## src/design/hsl2rgb_pkg.sv

```systemverilog
// shared types and constants of the hsl to rgb converter
`default_nettype none
package hsl2rgb_pkg;

   // input and output field widths
   localparam int HUE_W  = 9;
   localparam int FRAC_W = 8;
   localparam int CN_W   = 16;
   localparam int TRI_W  = 6;
   localparam int HM_W   = 7;

   // numerators over 120*255 per output step, max 255*30600
   localparam int NUM_W  = 23;

   // hue bounds of the six sectors
   localparam logic [HUE_W-1:0] HUE_WRAP = 9'd360;
   localparam logic [HUE_W-1:0] HUE_60   = 9'd60;
   localparam logic [HUE_W-1:0] HUE_120  = 9'd120;
   localparam logic [HUE_W-1:0] HUE_180  = 9'd180;
   localparam logic [HUE_W-1:0] HUE_240  = 9'd240;
   localparam logic [HUE_W-1:0] HUE_300  = 9'd300;

   localparam logic [HM_W-1:0]  HM_HALF  = 7'd60;
   localparam logic [HM_W-1:0]  HM_FULL  = 7'd120;

   localparam logic [HUE_W-1:0] FULL_SCALE9 = 9'd255;

   // scale factors of the numerators
   localparam logic [NUM_W-1:0] C_MULT   = 23'd120;
   localparam logic [NUM_W-1:0] M_HALF   = 23'd60;
   localparam logic [NUM_W-1:0] DIVISOR  = 23'd30600;

   // reciprocal of 30600, estimate low by at most one
   localparam int RECIP_SHIFT = 24;
   localparam int PROD_W      = NUM_W + 10;
   localparam logic [PROD_W-1:0] RECIP = 33'd548;

   typedef logic [NUM_W-1:0] num_type;
   typedef logic [2:0][NUM_W-1:0] rgb_num_type;
   typedef logic [2:0][FRAC_W-1:0] rgb_byte_type;

   // 60-degree hue sectors
   typedef enum logic [2:0] {
      SECTOR_RED_YELLOW,
      SECTOR_YELLOW_GREEN,
      SECTOR_GREEN_CYAN,
      SECTOR_CYAN_BLUE,
      SECTOR_BLUE_MAGENTA,
      SECTOR_MAGENTA_RED
   } sector_type;

   // load strobes for the two register stages of one module
   typedef struct packed {
      logic load_first;
      logic load_second;
   } pair_load_type;

endpackage
`default_nettype wire

```

## src/design/hsl2rgb_front.sv

```systemverilog
// hue sector, hue triangle and chroma product stages
`default_nettype none
module hsl2rgb_front
   import hsl2rgb_pkg::*;
(
   input  wire logic                clock,
   input  wire pair_load_type       ctrl,
   input  wire logic [HUE_W-1:0]    hue,
   input  wire logic [FRAC_W-1:0]   saturation,
   input  wire logic [FRAC_W-1:0]   lightness,
   output logic [CN_W-1:0]          cn,
   output logic [FRAC_W-1:0]        light,
   output logic [TRI_W-1:0]         tri_val,
   output sector_type               sector
);

   logic [HUE_W-1:0]  hue_wrap;
   logic [HUE_W-1:0]  hue_base;
   logic [HM_W-1:0]   hue_mod;
   sector_type        sector_in;
   logic [TRI_W-1:0]  tri_in;
   logic [HUE_W-1:0]  twol;
   logic [HUE_W-1:0]  light_dist;
   logic [FRAC_W-1:0] a_in;

   logic [FRAC_W-1:0] a_ff;
   logic [FRAC_W-1:0] sat_ff;
   logic [FRAC_W-1:0] light_a_ff;
   logic [TRI_W-1:0]  tri_a_ff;
   sector_type        sector_a_ff;

   logic [CN_W-1:0]   cn_in;
   logic [CN_W-1:0]   cn_ff;
   logic [FRAC_W-1:0] light_b_ff;
   logic [TRI_W-1:0]  tri_b_ff;
   sector_type        sector_b_ff;

   // wrap hue into 0..359
   assign hue_wrap = (hue >= HUE_WRAP) ? hue - HUE_WRAP : hue;

   // sector and start of its 120-degree pair
   always_comb begin
      if (hue_wrap < HUE_60) begin
         sector_in = SECTOR_RED_YELLOW;
         hue_base  = '0;
      end else if (hue_wrap < HUE_120) begin
         sector_in = SECTOR_YELLOW_GREEN;
         hue_base  = '0;
      end else if (hue_wrap < HUE_180) begin
         sector_in = SECTOR_GREEN_CYAN;
         hue_base  = HUE_120;
      end else if (hue_wrap < HUE_240) begin
         sector_in = SECTOR_CYAN_BLUE;
         hue_base  = HUE_120;
      end else if (hue_wrap < HUE_300) begin
         sector_in = SECTOR_BLUE_MAGENTA;
         hue_base  = HUE_240;
      end else begin
         sector_in = SECTOR_MAGENTA_RED;
         hue_base  = HUE_240;
      end
   end

   // triangle 60 - |hm - 60|
   assign hue_mod = HM_W'(hue_wrap - hue_base);
   assign tri_in  = (hue_mod >= HM_HALF) ? TRI_W'(HM_FULL - hue_mod) : hue_mod[TRI_W-1:0];

   // a = 255 - |2l - 255|
   assign twol       = {lightness, 1'b0};
   assign light_dist = (twol >= FULL_SCALE9) ? twol - FULL_SCALE9 : FULL_SCALE9 - twol;
   assign a_in       = FRAC_W'(FULL_SCALE9 - light_dist);

   // first stage
   always_ff @(posedge clock) begin
      if (ctrl.load_first) begin
         a_ff        <= a_in;
         sat_ff      <= saturation;
         light_a_ff  <= lightness;
         tri_a_ff    <= tri_in;
         sector_a_ff <= sector_in;
      end
   end

   // chroma numerator a*s
   assign cn_in = CN_W'(a_ff) * CN_W'(sat_ff);

   // second stage
   always_ff @(posedge clock) begin
      if (ctrl.load_second) begin
         cn_ff       <= cn_in;
         light_b_ff  <= light_a_ff;
         tri_b_ff    <= tri_a_ff;
         sector_b_ff <= sector_a_ff;
      end
   end

   assign cn      = cn_ff;
   assign light   = light_b_ff;
   assign tri_val = tri_b_ff;
   assign sector  = sector_b_ff;

endmodule
`default_nettype wire

```

## src/design/hsl2rgb_mix.sv

```systemverilog
// numerator and channel placement stages
`default_nettype none
module hsl2rgb_mix
   import hsl2rgb_pkg::*;
(
   input  wire logic              clock,
   input  wire pair_load_type     ctrl,
   input  wire logic [CN_W-1:0]   cn,
   input  wire logic [FRAC_W-1:0] light,
   input  wire logic [TRI_W-1:0]  tri_val,
   input  wire sector_type        sector,
   output rgb_num_type            chan_num
);

   num_type     cnum_in;
   num_type     xnum_in;
   num_type     mnum_in;
   num_type     cnum_ff;
   num_type     xnum_ff;
   num_type     mnum_ff;
   sector_type  sector_ff;
   rgb_num_type place;
   rgb_num_type chan_in;
   rgb_num_type chan_ff;

   // numerators of C, X and M
   assign cnum_in = NUM_W'(cn) * C_MULT;
   assign xnum_in = NUM_W'(cn) * NUM_W'({tri_val, 1'b0});
   assign mnum_in = NUM_W'(light) * DIVISOR - NUM_W'(cn) * M_HALF;

   // numerator stage
   always_ff @(posedge clock) begin
      if (ctrl.load_first) begin
         cnum_ff   <= cnum_in;
         xnum_ff   <= xnum_in;
         mnum_ff   <= mnum_in;
         sector_ff <= sector;
      end
   end

   // place C and X by sector, index 0 red, 1 green, 2 blue
   always_comb begin
      case (sector_ff)
         SECTOR_RED_YELLOW: begin
            place[0] = cnum_ff; place[1] = xnum_ff; place[2] = '0;
         end
         SECTOR_YELLOW_GREEN: begin
            place[0] = xnum_ff; place[1] = cnum_ff; place[2] = '0;
         end
         SECTOR_GREEN_CYAN: begin
            place[0] = '0;      place[1] = cnum_ff; place[2] = xnum_ff;
         end
         SECTOR_CYAN_BLUE: begin
            place[0] = '0;      place[1] = xnum_ff; place[2] = cnum_ff;
         end
         SECTOR_BLUE_MAGENTA: begin
            place[0] = xnum_ff; place[1] = '0;      place[2] = cnum_ff;
         end
         default: begin
            place[0] = cnum_ff; place[1] = '0;      place[2] = xnum_ff;
         end
      endcase
   end

   // add offset M to each channel
   always_comb begin
      for (int i = 0; i < 3; i++) begin
         chan_in[i] = place[i] + mnum_ff;
      end
   end

   // channel stage
   always_ff @(posedge clock) begin
      if (ctrl.load_second) begin
         chan_ff <= chan_in;
      end
   end

   assign chan_num = chan_ff;

endmodule
`default_nettype wire

```

## src/design/hsl2rgb_scale.sv

```systemverilog
// divide each channel numerator by 30600, reciprocal estimate then correction
`default_nettype none
module hsl2rgb_scale
   import hsl2rgb_pkg::*;
(
   input  wire logic        clock,
   input  wire pair_load_type ctrl,
   input  wire rgb_num_type chan_num,
   output rgb_byte_type     chan_byte
);

   rgb_byte_type est_in;
   rgb_byte_type est_ff;
   rgb_num_type  num_ff;
   rgb_byte_type byte_in;
   rgb_byte_type byte_ff;

   // quotient estimate from the reciprocal product
   always_comb begin
      logic [PROD_W-1:0] prod;
      for (int i = 0; i < 3; i++) begin
         prod      = PROD_W'(chan_num[i]) * RECIP;
         est_in[i] = prod[RECIP_SHIFT +: FRAC_W];
      end
   end

   // estimate stage
   always_ff @(posedge clock) begin
      if (ctrl.load_first) begin
         est_ff <= est_in;
         num_ff <= chan_num;
      end
   end

   // remainder check lifts a low estimate by one
   always_comb begin
      num_type rem;
      for (int i = 0; i < 3; i++) begin
         rem        = num_ff[i] - NUM_W'(est_ff[i]) * DIVISOR;
         byte_in[i] = est_ff[i] + FRAC_W'(rem >= DIVISOR);
      end
   end

   // output stage
   always_ff @(posedge clock) begin
      if (ctrl.load_second) begin
         byte_ff <= byte_in;
      end
   end

   assign chan_byte = byte_ff;

endmodule
`default_nettype wire

```

## src/design/hsl_to_rgb_converter_unit.sv

```systemverilog
// hsl to rgb converter: six-stage pipeline
// throughput: 1 item per cycle while the output is not stalled; each stage
// holds one item and moves on when the stage after it is free, so empty
// stages fill even while a result waits
// reset: clears the stage valid bits only; data registers are not reset
`default_nettype none
module hsl_to_rgb_converter_unit
   import hsl2rgb_pkg::*;
(
   input  wire logic              clock,
   input  wire logic              reset,
   input  wire logic              req_valid,
   output logic                   req_ready,
   input  wire logic [HUE_W-1:0]  req_hue,
   input  wire logic [FRAC_W-1:0] req_saturation,
   input  wire logic [FRAC_W-1:0] req_lightness,
   output logic                   rsp_valid,
   input  wire logic              rsp_ready,
   output logic [FRAC_W-1:0]      rsp_red,
   output logic [FRAC_W-1:0]      rsp_green,
   output logic [FRAC_W-1:0]      rsp_blue
);

   localparam int STAGES = 6;

   logic [STAGES-1:0] valid_ff;
   logic [STAGES-1:0] valid_in;
   logic [STAGES-1:0] prev_valid;
   logic [STAGES:0]   stage_ready;
   logic [STAGES-1:0] load;

   pair_load_type     front_ctrl;
   pair_load_type     mix_ctrl;
   pair_load_type     scale_ctrl;

   logic [CN_W-1:0]   cn;
   logic [FRAC_W-1:0] light;
   logic [TRI_W-1:0]  tri_val;
   sector_type        sector;
   rgb_num_type       chan_num;
   rgb_byte_type      chan_byte;

   // stage readiness and valid bit flow
   always_comb begin
      prev_valid = {valid_ff[STAGES-2:0], req_valid};
      stage_ready[STAGES] = rsp_ready;
      for (int k = STAGES - 1; k >= 0; k--) begin
         stage_ready[k] = !valid_ff[k] || stage_ready[k+1];
      end
      for (int k = 0; k < STAGES; k++) begin
         valid_in[k] = stage_ready[k] ? prev_valid[k] : valid_ff[k];
         load[k]     = stage_ready[k] && prev_valid[k];
      end
   end

   // valid bits
   always_ff @(posedge clock) begin
      if (reset) begin
         valid_ff <= '0;
      end else begin
         valid_ff <= valid_in;
      end
   end

   assign front_ctrl = '{load_first: load[0], load_second: load[1]};
   assign mix_ctrl   = '{load_first: load[2], load_second: load[3]};
   assign scale_ctrl = '{load_first: load[4], load_second: load[5]};

   hsl2rgb_front u_front (
      .clock      (clock),
      .ctrl       (front_ctrl),
      .hue        (req_hue),
      .saturation (req_saturation),
      .lightness  (req_lightness),
      .cn         (cn),
      .light      (light),
      .tri_val    (tri_val),
      .sector     (sector)
   );

   hsl2rgb_mix u_mix (
      .clock    (clock),
      .ctrl     (mix_ctrl),
      .cn       (cn),
      .light    (light),
      .tri_val  (tri_val),
      .sector   (sector),
      .chan_num (chan_num)
   );

   hsl2rgb_scale u_scale (
      .clock     (clock),
      .ctrl      (scale_ctrl),
      .chan_num  (chan_num),
      .chan_byte (chan_byte)
   );

   assign req_ready = stage_ready[0];
   assign rsp_valid = valid_ff[STAGES-1];
   assign rsp_red   = chan_byte[0];
   assign rsp_green = chan_byte[1];
   assign rsp_blue  = chan_byte[2];

endmodule
`default_nettype wire

```

## config.mk

```make
export PLATFORM = sky130hd
export DESIGN_NAME = hsl_to_rgb_converter_unit
export DESIGN_NICKNAME = d
export VERILOG_FILES = /design/src/design/hsl2rgb_pkg.sv /design/src/design/hsl2rgb_front.sv /design/src/design/hsl2rgb_mix.sv /design/src/design/hsl2rgb_scale.sv /design/src/design/hsl_to_rgb_converter_unit.sv
export SDC_FILE = /design/constraint.sdc
export NUM_CORES = 2
export LEC_CHECK = 0
export BUFFER_PORTS_ARGS = -buffer_cell sky130_fd_sc_hd__buf_4
export CORE_ASPECT_RATIO = 0.8
export CORE_MARGIN = 8
export CORE_UTILIZATION = 35
export DETAILED_ROUTE_END_ITERATION = 6
export PLACE_DENSITY = 0.51
export SKIP_CTS_REPAIR_TIMING = 1
export SLEW_MARGIN = 40
export SYNTH_ARGS = -nofsm -noshare
export SYNTH_HDL_FRONTEND = slang
export SYNTH_SLANG_ARGS = --single-unit
```

## constraint.sdc

```tcl
create_clock -name clock -period 8.7 [get_ports clock]
set_input_delay 1.74 -clock clock [delete_from_list [all_inputs] [get_ports clock]]
set_output_delay 1.74 -clock clock [all_outputs]
set_load 0.05 [all_outputs]
```

==> impl_metrics.json <==
{
  "status": "finished, final reports clean",
  "hold_depth": 0,
  "yosysWarnings": 0,
  "cts_buffer_depth": 3,
  "slew_viol_final": 0,
  "clockRootBuffer": "clkbuf_16",
  "clock_latency_ps": 580,
  "synth_flop_cell": "edfxtp_1",
  "nets": 4341,
  "io_buffers": 54,
  "grt_pass1_vias": 22900,
  "critPathRequiredTime_ps": 9020,
  "min_from": "u_front.light_a_ff[0]",
  "dp_hpwl_mm": 61.7,
  "finalCritPeriodShare_pct": 80.3,
  "wl_per_cell_um": 15.7,
  "synth_top_area_share_pct": 26.3,
  "grt_pass1_wl_mm": 123,
  "vias_per_cell": 4.81,
  "maxClockFrequency_mhz": 143,
  "vias": 23000,
  "syn_inst": 3356,
  "arrival_ps": 7310,
  "hold_viol": 0,
  "place.gp.congestion": 0.823,
  "grt_usage_pct": 14.1,
  "hold_end": "u_front.light[0]",
  "postRouteAntennaNets": 0,
  "cts.sinks": 304,
  "dr.pass1.iters": 5,
  "r2r.worst_path.cells": 27,
  "clk_pin_slew_ps": 60,
  "cp-start-kind": "register",
  "drive_gt1_share_pct": 4.87,
  "rr_endpoint": "u_scale.chan_byte[7]",
  "start_util_pct": 35.3,
  "fin_crit_ps": 6990,
  "cts_max_level": 2,
  "fp.dieW_um": 365,
  "synth_nets": 4256,
  "drt_iter0_drc": 1187,
  "nFillCells": 9624,
  "ios": 55,
  "ys_types": 74,
  "crit_path_end_kind": "register",
  "synth-seq-area-share_pct": 26.6,
  "maxSlewHeadroom_pct": 50.1,
  "maxCapViolCount": 0,
  "ys_top_cells_by_area": "edfxtp_1 (26%), ha_1 (22%), fa_1 (15%)",
  "num_rows": 102,
  "cts_tree": "done",
  "async_flop_share_pct": 0,
  "core-area_mm2": 0.0966,
  "diodes": 0,
  "setup_viol": 0,
  "grt_max_degree": 64,
  "synth_edf_count": 298,
  "ys_seq_elements": 304,
  "drc": 0,
  "rsz0062_at_grt": "false",
  "yosys.area.top_type": "edfxtp_1",
  "synthesis.area_mm2": 0.0341,
  "cp_max_fo": 8,
  "wl_mm": 74.8,
  "area_delta_synth_final_pct": 10.3,
  "overflow": 0,
  "fin_skew_ps": 29.1,
  "avgSynthCellArea_um2": 10.2,
  "die_h_um": 295,
  "tightest_slew_ps": 730,
  "ff2ff_setup_slack_ps": 1710,
  "hold_class": "reg2reg",
  "die_area_mm2": 0.108,
  "numCtsBuffers": 40,
  "antenna_found_initial": 1,
  "final.setup.tns_ps": 0,
  "critPathKind": "reg2reg",
  "reg2reg_from": "u_scale.est_ff[5]"
}
-- cell usage in the layout (no fill, tap or decap), types with 43 or more instances in the layout --
cell / n
a21o_1: 48
a21oi_1: 141
edfxtp_1: 298
ha_1: 609
and2_1: 78
nor2_1: 151
o21ai_0: 104
inv_1: 620
a22o_1: 56
clkbuf_16: 43
xnor2_1: 165
nand2_1: 171
o21a_1: 43
buf_4: 64
xor2_1: 72
fa_1: 262
nor3_1: 57
nand3_1: 54
-- layout make-up --
type                            instances  area [um^2]  share of cell area (%)
Clock buffer                           48         1090                    2.91
Clock inverter                         22          284                   0.756
Inverter                              620         2330                    6.19
Multi-Input combinational cell       2407        22700                    60.3
Sequential cell                       304         9070                    24.1
Tap cell                             1300         1630                    4.33
Timing Repair Buffer                   68          533                    1.42
-- critical path, stage by stage, from the launching register on --
cell	delay (ps)
edfxtp_1	570
fa_1	690
inv_1	80
fa_1	500
inv_1	60
fa_1	510
fa_1	490
ha_1	240
or3_1	370
o21ai_0	80
a21oi_1	80
a41o_1	260
o211ai_1	240
xor2_1	190
ha_1	320
xor2_1	190
a211oi_1	210
a21oi_1	70
nor2_1	90
a31oi_1	60
a31oi_1	160
o2111ai_1	120
a2111oi_0	290
nand4_1	220
ha_1	250
and2_1	190
nand4_1	120
xnor2_1	70
-- metrics by stage --
step / worst slack (ps) / hold WS, ps / instance area, um^2 / std cells / utilization (%)
6_report: 1710 / 415 / 37600 / 4769 / 38.9
3_3_place_gp: 1700 / 400 / 36200 / 4697 / 37.4
3_5_place_dp: 1710 / 405 / 36200 / 4699 / 37.5
2_1_floorplan: 1540 / 400 / 34100 / 3356 / -
4_1_cts: 1700 / 417 / 37600 / 4769 / 38.9
5_1_grt: 1110 / 423 / 37600 / 4769 / 38.9
-- routing by layer --
metal | vias to the layer above | GRT usage [%] | wire length [um]
li1 | 11700 | - | -
met1 | 10900 | 21.3 | 39900
met2 | 286 | 21.5 | 31400
met3 | 64 | 1.90 | 2460
met4 | 0 | 2.65 | 1070
met5 | - | 0 | 0
-- worst max path at each step --
stage / startpoint / to / slack [ps] / cells past startpoint
2_1_floorplan: rsp_ready / u_mix.chan_num[10] / 1540 / 3
3_3_place_gp: u_scale.est_ff[5] / u_scale.chan_byte[7] / 1700 / 27
3_5_place_dp: u_scale.est_ff[21] / u_scale.chan_byte[23] / 1710 / 26
4_1_cts: u_scale.est_ff[21] / u_scale.chan_byte[23] / 1700 / 26
5_1_grt: u_scale.est_ff[5] / u_scale.chan_byte[6] / 1110 / 27
6_report: u_scale.est_ff[5] / u_scale.chan_byte[7] / 1710 / 27
-- flip-flops by register name, summed over array words and instances (netlist names), 7 cells and up --
signal,count
u_front.cn,15
u_front.a_ff,7
u_mix.xnum_ff,21
u_scale.chan_byte,24
u_front.sat_ff,8
u_mix.chan_num,63
u_scale.num_ff,60
u_mix.cnum_ff,19
u_mix.mnum_ff,20
u_scale.est_ff,24
u_front.light_a_ff,8
u_front.light,8
-- cells by family (layout without fill, tap and decap cells) --
| group | after synthesis | count (layout) | share of synthesized area [%] |
|---|---|---|---|
| multiplexers | 12 | 12 | 0.367 |
| AND/OR/NAND/NOR | 694 | 694 | 10.1 |
| AO/OA/AOI/OAI | 591 | 591 | 11.8 |
| buffers and inverters | 645 | 758 | 7.10 |
| adder cells (fa/ha/maj) | 871 | 871 | 37.8 |
| XOR/XNOR | 239 | 239 | 6.22 |
| flip-flops | 304 | 304 | 26.6 |
-- cells in the mapped netlist (all sizes together) (54+ instances only) --
cell,n
inv,620
ha,609
edfxtp,298
fa,262
nand2,171
xnor2,167
nor2,151
a21oi,141
o21ai,109
and2,79
xor2,72
nor3,58
a22o,56
nand3,54
Power is not shown: default switching activity piles up to over one toggle a cycle in this logic, so the estimate is an artifact.
